==> src/rtl/core/wht_pkg.sv <==
// Shared types, constants and the microcode program of the window hit tester.
package wht_pkg;

   localparam int WHT_WINDOWS = 16;

   localparam int COORD_W  = 32;
   localparam int PARENT_W = 5;
   localparam int HIT_W    = 5;
   localparam logic [HIT_W-1:0] NO_SLOT = 5'd16;

   typedef enum logic [1:0] {
      ACT_WRITE = 2'd0,
      ACT_CLEAR = 2'd1,
      ACT_QUERY = 2'd2
   } action_type;

   typedef enum logic [3:0] {
      OP_NOP   = 4'd0,
      OP_LATCH = 4'd1,
      OP_WRITE = 4'd2,
      OP_CLEAR = 4'd3,
      OP_QINIT = 4'd4,
      OP_WALK  = 4'd5,
      OP_READ  = 4'd6,
      OP_ACC   = 4'd7,
      OP_SAT   = 4'd8,
      OP_TEST  = 4'd9,
      OP_NEXT  = 4'd10,
      OP_RESP  = 4'd11
   } op_type;

   typedef enum logic [3:0] {
      C_NEVER     = 4'd0,
      C_ALWAYS    = 4'd1,
      C_NOREQ     = 4'd2,
      C_IS_WRITE  = 4'd3,
      C_IS_CLEAR  = 4'd4,
      C_NOT_QUERY = 4'd5,
      C_UNUSED    = 4'd6,
      C_CHAIN_END = 4'd7,
      C_MORE      = 4'd8,
      C_RSP_BUSY  = 4'd9
   } cond_type;

   typedef logic [3:0] upc_type;

   localparam upc_type A_IDLE     = 4'd0;
   localparam upc_type A_DISP_WR  = 4'd1;
   localparam upc_type A_DISP_CLR = 4'd2;
   localparam upc_type A_DISP_Q   = 4'd3;
   localparam upc_type A_QINIT    = 4'd4;
   localparam upc_type A_WRITE    = 4'd5;
   localparam upc_type A_CLEAR    = 4'd6;
   localparam upc_type A_SLOT     = 4'd7;
   localparam upc_type A_READ     = 4'd8;
   localparam upc_type A_ACC      = 4'd9;
   localparam upc_type A_SAT      = 4'd10;
   localparam upc_type A_TEST     = 4'd11;
   localparam upc_type A_SPARE0   = 4'd12;
   localparam upc_type A_SPARE1   = 4'd13;
   localparam upc_type A_NEXT     = 4'd14;
   localparam upc_type A_RESP     = 4'd15;

   typedef struct packed {
      op_type   op;
      cond_type cond;
      upc_type  target;
   } uword_type;

   typedef struct packed {
      op_type op;
      logic   idle;
   } ctrl_type;

   typedef struct packed {
      logic req_valid;
      logic is_write;
      logic is_clear;
      logic is_query;
      logic slot_unused;
      logic chain_end;
      logic more_slots;
      logic rsp_busy;
   } status_type;

   typedef struct packed {
      logic [PARENT_W-1:0] parent;
      logic [COORD_W-1:0]  x;
      logic [COORD_W-1:0]  y;
      logic [COORD_W-1:0]  w;
      logic [COORD_W-1:0]  h;
      logic [COORD_W-1:0]  depth;
      logic                visible;
   } entry_type;

   // jump to target when cond holds, else fall through to the next address
   function automatic uword_type wht_rom(input upc_type addr);
      uword_type u;
      case (addr)
         A_IDLE:     u = '{OP_LATCH, C_NOREQ,     A_IDLE};
         A_DISP_WR:  u = '{OP_NOP,   C_IS_WRITE,  A_WRITE};
         A_DISP_CLR: u = '{OP_NOP,   C_IS_CLEAR,  A_CLEAR};
         A_DISP_Q:   u = '{OP_NOP,   C_NOT_QUERY, A_RESP};
         A_QINIT:    u = '{OP_QINIT, C_ALWAYS,    A_SLOT};
         A_WRITE:    u = '{OP_WRITE, C_ALWAYS,    A_RESP};
         A_CLEAR:    u = '{OP_CLEAR, C_ALWAYS,    A_RESP};
         A_SLOT:     u = '{OP_WALK,  C_UNUSED,    A_NEXT};
         A_READ:     u = '{OP_READ,  C_CHAIN_END, A_SAT};
         A_ACC:      u = '{OP_ACC,   C_ALWAYS,    A_READ};
         A_SAT:      u = '{OP_SAT,   C_NEVER,     A_IDLE};
         A_TEST:     u = '{OP_TEST,  C_ALWAYS,    A_NEXT};
         A_NEXT:     u = '{OP_NEXT,  C_MORE,      A_SLOT};
         A_RESP:     u = '{OP_RESP,  C_RSP_BUSY,  A_RESP};
         default:    u = '{OP_NOP,   C_ALWAYS,    A_IDLE};
      endcase
      return u;
   endfunction

endpackage

==> src/rtl/core/wht_req_if.sv <==
// Request channel interface of the window hit tester.
interface wht_req_if;
   logic        valid;
   logic        ready;
   logic [1:0]  action;
   logic [3:0]  slot;
   logic [4:0]  parent_slot;
   logic [31:0] pos_x;
   logic [31:0] pos_y;
   logic [31:0] size_w;
   logic [31:0] size_h;
   logic [31:0] depth;
   logic        shown;

   modport source (
      output valid, action, slot, parent_slot, pos_x, pos_y, size_w, size_h, depth, shown,
      input  ready
   );
   modport sink (
      input  valid, action, slot, parent_slot, pos_x, pos_y, size_w, size_h, depth, shown,
      output ready
   );
endinterface

==> src/rtl/core/wht_rsp_if.sv <==
// Response channel interface of the window hit tester.
interface wht_rsp_if;
   logic       valid;
   logic       ready;
   logic       found;
   logic [4:0] hit_slot;

   modport source (output valid, found, hit_slot, input ready);
   modport sink (input valid, found, hit_slot, output ready);
endinterface

==> src/rtl/core/wht_useq.sv <==
// Microcode sequencer: step counter, program ROM and jump condition select.
module wht_useq import wht_pkg::*; (
   input  logic       clock,
   input  logic       reset,
   input  status_type status,
   output ctrl_type   ctrl
);

   upc_type   pc_ff;
   upc_type   pc_in;
   uword_type uword;
   logic      take;

   assign uword = wht_rom(pc_ff);

   always_comb begin
      case (uword.cond)
         C_NEVER:     take = 1'b0;
         C_ALWAYS:    take = 1'b1;
         C_NOREQ:     take = !status.req_valid;
         C_IS_WRITE:  take = status.is_write;
         C_IS_CLEAR:  take = status.is_clear;
         C_NOT_QUERY: take = !status.is_query;
         C_UNUSED:    take = status.slot_unused;
         C_CHAIN_END: take = status.chain_end;
         C_MORE:      take = status.more_slots;
         C_RSP_BUSY:  take = status.rsp_busy;
         default:     take = 1'b1;
      endcase
   end

   assign pc_in = take ? uword.target : pc_ff + 4'd1;

   always_ff @(posedge clock) begin
      if (reset) begin
         pc_ff <= A_IDLE;
      end else begin
         pc_ff <= pc_in;
      end
   end

   assign ctrl.op   = uword.op;
   assign ctrl.idle = (pc_ff == A_IDLE);

   a_no_spare: assert property (@(posedge clock) disable iff (reset)
      pc_ff != A_SPARE0 && pc_ff != A_SPARE1)
      else $error("sequencer reached an unused step");

   a_acc_after_read: assert property (@(posedge clock) disable iff (reset)
      pc_ff == A_ACC |-> $past(pc_ff) == A_READ)
      else $error("accumulate step without a table read");

   a_resp_to_idle: assert property (@(posedge clock) disable iff (reset)
      (pc_ff == A_RESP && !status.rsp_busy) |=> pc_ff == A_IDLE)
      else $error("sequencer did not return to idle after the response");

endmodule

==> src/rtl/core/wht_dpath.sv <==
// Datapath: slot table, chain walk accumulator, hit compare and response register.
module wht_dpath import wht_pkg::*; #(
   parameter int WINDOWS = WHT_WINDOWS
) (
   input  logic       clock,
   input  logic       reset,
   input  ctrl_type   ctrl,
   output status_type status,
   wht_req_if.sink    req,
   wht_rsp_if.source  rsp
);

   localparam int SLOT_W = $clog2(WINDOWS);
   localparam int PTR_W  = (SLOT_W > PARENT_W) ? SLOT_W : PARENT_W;
   localparam int STEP_W = $clog2(WINDOWS + 1);
   localparam int ACC_W  = $clog2(WINDOWS) + COORD_W + 1;
   localparam logic signed [ACC_W-1:0] SAT_HI = {{(ACC_W-31){1'b0}}, {31{1'b1}}};
   localparam logic signed [ACC_W-1:0] SAT_LO = {{(ACC_W-31){1'b1}}, {31{1'b0}}};

   entry_type mem [WINDOWS];
   entry_type rd_ff;

   logic [WINDOWS-1:0] used_ff, used_in;
   logic               rsp_valid_ff, rsp_valid_in;
   logic               found_ff, found_in;
   logic [HIT_W-1:0]   hit_ff, hit_in;
   logic               best_ok_ff, best_ok_in;

   logic [1:0]          action_ff, action_in;
   logic [3:0]          slot_ff, slot_in;
   logic [PARENT_W-1:0] parent_ff, parent_in;
   logic [COORD_W-1:0]  x_ff, x_in, y_ff, y_in;
   logic [COORD_W-1:0]  w_ff, w_in, h_ff, h_in, depth_ff, depth_in;
   logic                shown_ff, shown_in;

   logic [SLOT_W-1:0]  i_ff, i_in;
   logic [PTR_W-1:0]   s_ff, s_in;
   logic [STEP_W-1:0]  steps_ff, steps_in;
   logic               vis_ff, vis_in;
   logic [ACC_W-1:0]   acc_x_ff, acc_x_in, acc_y_ff, acc_y_in;
   logic [COORD_W-1:0] own_w_ff, own_w_in, own_h_ff, own_h_in, own_z_ff, own_z_in;
   logic [COORD_W-1:0] ox_ff, ox_in, oy_ff, oy_in;
   logic [SLOT_W-1:0]  best_ff, best_in;
   logic [COORD_W-1:0] best_z_ff, best_z_in;

   logic              accept, slot_ok, link_ok, chain_end, rsp_busy, in_window, wins;
   logic [SLOT_W-1:0] wr_idx;
   entry_type         wdata;
   logic [COORD_W+1:0] px, py, ox, oy, right, bottom;

   assign accept   = req.valid && ctrl.idle;
   assign req.ready = ctrl.idle;
   assign rsp_busy = rsp_valid_ff && !rsp.ready;

   assign slot_ok = 32'(slot_ff) < WINDOWS;
   assign wr_idx  = SLOT_W'(slot_ff);
   assign wdata   = '{parent_ff, x_ff, y_ff, w_ff, h_ff, depth_ff, shown_ff};

   assign link_ok = (s_ff != PTR_W'(NO_SLOT)) && (32'(s_ff) < WINDOWS) &&
                    used_ff[s_ff[SLOT_W-1:0]];
   assign chain_end = !link_ok || (32'(steps_ff) == WINDOWS) || !vis_ff;

   assign px     = {{2{x_ff[COORD_W-1]}}, x_ff};
   assign py     = {{2{y_ff[COORD_W-1]}}, y_ff};
   assign ox     = {{2{ox_ff[COORD_W-1]}}, ox_ff};
   assign oy     = {{2{oy_ff[COORD_W-1]}}, oy_ff};
   assign right  = ox + {2'b00, own_w_ff};
   assign bottom = oy + {2'b00, own_h_ff};
   assign in_window = vis_ff &&
                   ($signed(px) >= $signed(ox)) && ($signed(py) >= $signed(oy)) &&
                   ($signed(px) < $signed(right)) && ($signed(py) < $signed(bottom));
   assign wins   = !best_ok_ff || ($signed(own_z_ff) >= $signed(best_z_ff));

   assign status.req_valid   = req.valid;
   assign status.is_write    = (action_ff == ACT_WRITE);
   assign status.is_clear    = (action_ff == ACT_CLEAR);
   assign status.is_query    = (action_ff == ACT_QUERY);
   assign status.slot_unused = !used_ff[i_ff];
   assign status.chain_end   = chain_end;
   assign status.more_slots  = 32'(i_ff) != WINDOWS - 1;
   assign status.rsp_busy    = rsp_busy;

   always_comb begin
      used_in      = used_ff;
      rsp_valid_in = rsp_busy;
      found_in     = found_ff;
      hit_in       = hit_ff;
      best_ok_in   = best_ok_ff;
      action_in    = action_ff;
      slot_in      = slot_ff;
      parent_in    = parent_ff;
      x_in         = x_ff;
      y_in         = y_ff;
      w_in         = w_ff;
      h_in         = h_ff;
      depth_in     = depth_ff;
      shown_in     = shown_ff;
      i_in         = i_ff;
      s_in         = s_ff;
      steps_in     = steps_ff;
      vis_in       = vis_ff;
      acc_x_in     = acc_x_ff;
      acc_y_in     = acc_y_ff;
      own_w_in     = own_w_ff;
      own_h_in     = own_h_ff;
      own_z_in     = own_z_ff;
      ox_in        = ox_ff;
      oy_in        = oy_ff;
      best_in      = best_ff;
      best_z_in    = best_z_ff;
      case (ctrl.op)
         OP_LATCH: begin
            if (accept) begin
               action_in  = req.action;
               slot_in    = req.slot;
               parent_in  = req.parent_slot;
               x_in       = req.pos_x;
               y_in       = req.pos_y;
               w_in       = req.size_w;
               h_in       = req.size_h;
               depth_in   = req.depth;
               shown_in   = req.shown;
               best_ok_in = 1'b0;
            end
         end
         OP_WRITE: begin
            if (slot_ok) used_in[wr_idx] = 1'b1;
         end
         OP_CLEAR: begin
            if (slot_ok) used_in[wr_idx] = 1'b0;
         end
         OP_QINIT: begin
            i_in       = '0;
            best_ok_in = 1'b0;
         end
         OP_WALK: begin
            s_in     = PTR_W'(i_ff);
            steps_in = '0;
            vis_in   = 1'b1;
            acc_x_in = '0;
            acc_y_in = '0;
         end
         OP_ACC: begin
            if (steps_ff == '0) begin
               own_w_in = rd_ff.w;
               own_h_in = rd_ff.h;
               own_z_in = rd_ff.depth;
            end
            vis_in   = rd_ff.visible;
            acc_x_in = acc_x_ff + {{(ACC_W-COORD_W){rd_ff.x[COORD_W-1]}}, rd_ff.x};
            acc_y_in = acc_y_ff + {{(ACC_W-COORD_W){rd_ff.y[COORD_W-1]}}, rd_ff.y};
            s_in     = PTR_W'(rd_ff.parent);
            steps_in = steps_ff + STEP_W'(1);
         end
         OP_SAT: begin
            if ($signed(acc_x_ff) > SAT_HI) ox_in = 32'h7fff_ffff;
            else if ($signed(acc_x_ff) < SAT_LO) ox_in = 32'h8000_0000;
            else ox_in = acc_x_ff[COORD_W-1:0];
            if ($signed(acc_y_ff) > SAT_HI) oy_in = 32'h7fff_ffff;
            else if ($signed(acc_y_ff) < SAT_LO) oy_in = 32'h8000_0000;
            else oy_in = acc_y_ff[COORD_W-1:0];
         end
         OP_TEST: begin
            if (in_window && wins) begin
               best_ok_in = 1'b1;
               best_in    = i_ff;
               best_z_in  = own_z_ff;
            end
         end
         OP_NEXT: begin
            i_in = i_ff + SLOT_W'(1);
         end
         OP_RESP: begin
            if (!rsp_busy) begin
               rsp_valid_in = 1'b1;
               found_in     = best_ok_ff;
               hit_in       = best_ok_ff ? HIT_W'(best_ff) : NO_SLOT;
            end
         end
         default: begin
         end
      endcase
   end

   always_ff @(posedge clock) begin
      if (reset) begin
         used_ff      <= '0;
         rsp_valid_ff <= 1'b0;
      end else begin
         used_ff      <= used_in;
         rsp_valid_ff <= rsp_valid_in;
      end
   end

   always_ff @(posedge clock) begin
      found_ff   <= found_in;
      hit_ff     <= hit_in;
      best_ok_ff <= best_ok_in;
      action_ff  <= action_in;
      slot_ff    <= slot_in;
      parent_ff  <= parent_in;
      x_ff       <= x_in;
      y_ff       <= y_in;
      w_ff       <= w_in;
      h_ff       <= h_in;
      depth_ff   <= depth_in;
      shown_ff   <= shown_in;
      i_ff       <= i_in;
      s_ff       <= s_in;
      steps_ff   <= steps_in;
      vis_ff     <= vis_in;
      acc_x_ff   <= acc_x_in;
      acc_y_ff   <= acc_y_in;
      own_w_ff   <= own_w_in;
      own_h_ff   <= own_h_in;
      own_z_ff   <= own_z_in;
      ox_ff      <= ox_in;
      oy_ff      <= oy_in;
      best_ff    <= best_in;
      best_z_ff  <= best_z_in;
   end

   always_ff @(posedge clock) begin
      if (ctrl.op == OP_WRITE && slot_ok) mem[wr_idx] <= wdata;
      if (ctrl.op == OP_READ && link_ok) rd_ff <= mem[s_ff[SLOT_W-1:0]];
   end

   assign rsp.valid    = rsp_valid_ff;
   assign rsp.found    = found_ff;
   assign rsp.hit_slot = hit_ff;

   a_found_slot: assert property (@(posedge clock) disable iff (reset)
      rsp_valid_ff |-> (found_ff == (hit_ff != NO_SLOT)))
      else $error("found flag disagrees with hit slot");

   a_resp_loaded: assert property (@(posedge clock) disable iff (reset)
      (ctrl.op == OP_RESP && !rsp_busy) |=> rsp_valid_ff)
      else $error("response step did not load the output register");

   a_resp_held: assert property (@(posedge clock) disable iff (reset)
      rsp_busy |=> (rsp_valid_ff && $stable(found_ff) && $stable(hit_ff)))
      else $error("waiting response changed before it was taken");

endmodule

==> src/rtl/core/window_hit_tester_top.sv <==
// Window hit tester top level: sequencer and datapath.
// The block keeps WINDOWS window slots. A write or a clear updates the slot table and then
// responds; an unknown action responds without touching the table. A hit query is run by the
// microcode program over every slot in turn through the one-port slot table: an unused slot
// is skipped, a used slot has its chain walk summed over the slots that it visits (itself
// included; the walk stops early at an invisible window) and is then tested. One request is
// in flight at a time; a new one is accepted while the previous response waits in its output
// register. Every request gets exactly one response; queries that miss, writes and clears
// answer found 0 and hit_slot 16.
module window_hit_tester_top import wht_pkg::*; #(
   parameter int WINDOWS = WHT_WINDOWS
) (
   input logic       clock,
   input logic       reset,
   wht_req_if.sink   req,
   wht_rsp_if.source rsp
);

   ctrl_type   ctrl;
   status_type status;

   wht_useq u_useq (
      .clock  (clock),
      .reset  (reset),
      .status (status),
      .ctrl   (ctrl)
   );

   wht_dpath #(.WINDOWS(WINDOWS)) u_dpath (
      .clock  (clock),
      .reset  (reset),
      .ctrl   (ctrl),
      .status (status),
      .req    (req),
      .rsp    (rsp)
   );

endmodule

==> src/flat_wrapper.sv <==
// flat-port wrapper written by rule: the top's interface ports become plain ports
module window_hit_tester_top_flat import wht_pkg::*;
#(
   parameter int WINDOWS = WHT_WINDOWS
)
  (clock, reset, req_valid, req_action, req_slot, req_parent_slot, req_pos_x, req_pos_y, req_size_w, req_size_h, req_depth, req_shown, req_ready, rsp_valid, rsp_found, rsp_hit_slot, rsp_ready);
  wht_req_if req_i ();
  wht_rsp_if rsp_i ();
  input logic clock;
  input logic reset;
  input wire logic [$bits(req_i.valid)-1:0] req_valid;
  input wire logic [$bits(req_i.action)-1:0] req_action;
  input wire logic [$bits(req_i.slot)-1:0] req_slot;
  input wire logic [$bits(req_i.parent_slot)-1:0] req_parent_slot;
  input wire logic [$bits(req_i.pos_x)-1:0] req_pos_x;
  input wire logic [$bits(req_i.pos_y)-1:0] req_pos_y;
  input wire logic [$bits(req_i.size_w)-1:0] req_size_w;
  input wire logic [$bits(req_i.size_h)-1:0] req_size_h;
  input wire logic [$bits(req_i.depth)-1:0] req_depth;
  input wire logic [$bits(req_i.shown)-1:0] req_shown;
  output wire logic [$bits(req_i.ready)-1:0] req_ready;
  output wire logic [$bits(rsp_i.valid)-1:0] rsp_valid;
  output wire logic [$bits(rsp_i.found)-1:0] rsp_found;
  output wire logic [$bits(rsp_i.hit_slot)-1:0] rsp_hit_slot;
  input wire logic [$bits(rsp_i.ready)-1:0] rsp_ready;
  assign req_i.valid = req_valid;
  assign req_i.action = req_action;
  assign req_i.slot = req_slot;
  assign req_i.parent_slot = req_parent_slot;
  assign req_i.pos_x = req_pos_x;
  assign req_i.pos_y = req_pos_y;
  assign req_i.size_w = req_size_w;
  assign req_i.size_h = req_size_h;
  assign req_i.depth = req_depth;
  assign req_i.shown = req_shown;
  assign req_ready = req_i.ready;
  assign rsp_valid = rsp_i.valid;
  assign rsp_found = rsp_i.found;
  assign rsp_hit_slot = rsp_i.hit_slot;
  assign rsp_i.ready = rsp_ready;
  window_hit_tester_top #(.WINDOWS(WINDOWS)) u_core (.clock(clock), .reset(reset), .req(req_i), .rsp(rsp_i));
endmodule
==> config.mk <==
export PLATFORM = sky130hd
export DESIGN_NAME = window_hit_tester_top_flat
export DESIGN_NICKNAME = d
export VERILOG_FILES = /design/src/rtl/core/wht_pkg.sv /design/src/rtl/core/wht_req_if.sv /design/src/rtl/core/wht_rsp_if.sv /design/src/rtl/core/wht_useq.sv /design/src/rtl/core/wht_dpath.sv /design/src/rtl/core/window_hit_tester_top.sv /design/src/flat_wrapper.sv
export SDC_FILE = /design/constraint.sdc
export NUM_CORES = 2
export LEC_CHECK = 0
export ABC_AREA = 0
export ABC_CLOCK_PERIOD_IN_PS = 49100
export BUFFER_PORTS_ARGS = -buffer_cell sky130_fd_sc_hd__buf_2
export CAP_MARGIN = 20
export CORE_UTILIZATION = 30
export CTS_BUF_LIST = sky130_fd_sc_hd__clkbuf_4
export DETAILED_ROUTE_END_ITERATION = 8
export SYNTH_ARGS = -nofsm -noshare
export SYNTH_HDL_FRONTEND = slang
export SYNTH_SLANG_ARGS = --single-unit
==> constraint.sdc <==
create_clock -name clock -period 49.1 [get_ports clock]
set_input_delay 7.365 -clock clock [delete_from_list [all_inputs] [get_ports clock]]
set_output_delay 7.365 -clock clock [all_outputs]
set_load 0.005 [all_outputs]
==> impl_metrics.tcl <==
set metrics [dict create \
    status "finished, final reports clean" \
    syn-instance-count 6186 \
    cp-start-kind "register" \
    drc 0 \
    fillerInstances 40540 \
    worst_slew_pin_slew_ps 1095 \
    gp_congestion 0.8478 \
    tns_ps 0 \
    pre_cts_slack_ps 38880 \
    dpl_cell_area_um2 140400 \
    overflow 0 \
    p_per_area_nw_per_um2 42.71 \
    seqCellArea_um2 99340 \
    firstDrtPassIters 7 \
    dpl.hpwl_mm 179.4 \
    drt_iter0_drc 5697 \
    via_count 65680 \
    core_area_um2 435700 \
    endpoint_kind "output pin" \
    grt_pass1_wl_mm 467.2 \
    stdcell_count 13500 \
    cts-root-buf "clkbuf_4" \
    clk_pin_slew_ps 60 \
    pin_count 184 \
    finClkSkew_ps 167.5 \
    row_count 242 \
    routed_via_density 4.865 \
    yosys-top-cells-count "3,286 x edfxtp_1, 832 x mux4_2, 313 x ha_1" \
    routed_wl_mm 323.5 \
    cts_buffer_depth 4 \
    nets 7630 \
    dp_cells 12020 \
    cts_resized 0 \
    synth_top_area_share_pct 74.91 \
    fin_crit_ps 9849 \
    track_usage_pct 14.30 \
    h-tree-depth 6 \
    maxSlewHeadroom_pct 27.01 \
    cp.arrival_ps 2480 \
    synthArstFlopShare_pct 0 \
    cts_setup_buffers 0 \
    postCtsHoldBufs 0 \
    synth-seq-cells 3319 \
    post-synth-top-count-cell "edfxtp_1" \
    setup_viol 0 \
    hold_path.class "register to register" \
    drive_gt1_share_pct 32.41 \
    rsz0062_at_grt "no" \
    synth_top_flop_cell "edfxtp_1" \
    portBuffers 183 \
    clkSinkCount 3319 \
    cts_made_buffers 844 \
    drv_slew 0 \
    final_area_um2 151000 \
    syn_avg_cell_area_um2 21.29 \
    ir_worst_vdd_v 0.00002782 \
    multiInputGateArea_um2 31060 \
    period_share_pct 20.06 \
    grt_antenna_before_repair 32 \
    grt_pass1_vias 70470 \
    initial_core_util_pct 30.23 \
    die_h_um 664.6 \
    synth_top_area_cell "edfxtp_1" \
    cts_tree "built" \
    die_area_um2 441700 \
    synth_nets 6679 \
    yosys_warnings 0 \
    die_w_um 664.6 \
    setup_ws_ps 39250 \
    grt_max_degree 151 \
    synth_cell_type_count 83 \
    leakage_nw 49.70 \
    avgRoutedWirePerCell_um 23.96 \
    insertion_delay_ps 1590 \
    drv_cap 0 \
    clock.fmax_mhz 101.5 \
    synth.area.top_cells "edfxtp_1 75%, mux4_2 14%, ha_1 3.0%, a21o_1 0.97%, a21oi_1 0.60%" \
    seq_area_frac_synth_pct 75.41 \
    crit_type "register to output pin" \
    hold_viol 0 \
    synth_edf_count 3286 \
    critical_path.max_fanout 3 \
    crit_required_ps 41740 \
    antenna_left 0 \
    synthToLayoutAreaGrowth_pct 14.61 \
    netlist_area_um2 131700 \
]
==> where the power goes <==
| group | internal, W | switching (W) | total (W) |
|---|---|---|---|
| sequential | 0.00327 | 0.000112 | 0.00338 |
| combinational | 0.000357 | 0.000422 | 0.000778 |
| clock | 0.00115 | 0.00115 | 0.00229 |
| total | 0.00477 | 0.00168 | 0.00645 |
==> final cells by class <==
class,instances,area share [%]
inverter,167,0.4185
timing repair buffer,332,1.478
tap,5734,4.752
antenna,27,0.04475
sequential,3319,65.79
clock inverter,255,1.009
clock buffer,1192,5.927
multi-input combinational,2473,20.58
==> per-layer routing <==
metal	part of all wire, %	global-route usage [%]
met4	2.8	4.997
met5	0.054	0
met1	42	18.58
met2	48	23.78
met3	6.3	2.944
==> path summary, 6_finish.rpt <==
| path | from | to | slack (ps) | depth (start not counted) |
|---|---|---|---|---|
| worst max register to register | u_core.u_dpath.ox_ff[13]$_SDFFCE_PN1N_ | u_core.u_dpath.best_ok_ff$_DFFE_PP_ | 42390 | 19 |
| worst min-delay path | u_core.u_dpath.rd_ff[64]$_DFFE_PP_ | u_core.u_dpath.own_h_ff[31]$_DFFE_PP_ | 340 | 0 |
| worst max-delay path | u_core.u_useq.pc_ff[0]$_SDFF_PP0_ | req_ready | 39250 | 4 |
| worst min register to register | u_core.u_dpath.rd_ff[64]$_DFFE_PP_ | u_core.u_dpath.own_h_ff[31]$_DFFE_PP_ | 340 | 0 |
==> registers in the layout, indices dropped and copies added, names as in the netlist, 37 cells and up, named ones only <==
register,flops
u_core.u_dpath.acc_x_ff,37
u_core.u_dpath.rd_ff,166
u_core.u_dpath.acc_y_ff,37
u_core.u_dpath.mem,2656
==> cells in the final DEF, fill, tap and decap left out, drive strengths merged, types with 19 or more instances in the layout <==
master,netlist,routed
nor2,204,204
a211oi,41,41
inv,166,197
nand4,38,38
nor2b,34,34
nand2,99,99
o21bai,19,19
a21oi,162,162
diode,0,27
clkbuf,143,1192
a21o,170,170
clkinv,1,213
nor3,42,42
xnor2,55,55
nand3,30,30
buf,84,332
o21ai,103,103
dfxtp,33,33
mux4,833,833
edfxtp,3286,3286
ha,313,313
nand2b,28,28
o21a,26,26
xor2,61,61
==> worst max-delay path, stage by stage, from the launching register on <==
cell	delay, ps
dfxtp_1	330
inv_1	80
ha_1	130
nor3b_1	270
buf_2	180
==> stage by stage <==
step	power, W	hold slack, ps	util [%]
after global placement	0.004209	403.7	32.22
after detailed placement	0.004229	404.5	32.23
final	0.006448	340.2	34.65
after global routing	0.006741	327.0	34.64
after CTS	0.006551	330.5	34.63
after floorplan	0.003972	400.3	-
==> cell families after synthesis <==
logic type / share of synthesized area [%]
flops: 75.41
mux: 14.37
compound gates: 3.237
simple gates: 2.033
buf+inv: 1.147
fa+ha+maj: 3.034
xor+xnor: 0.7713
(Power assumes the default switching activity.)
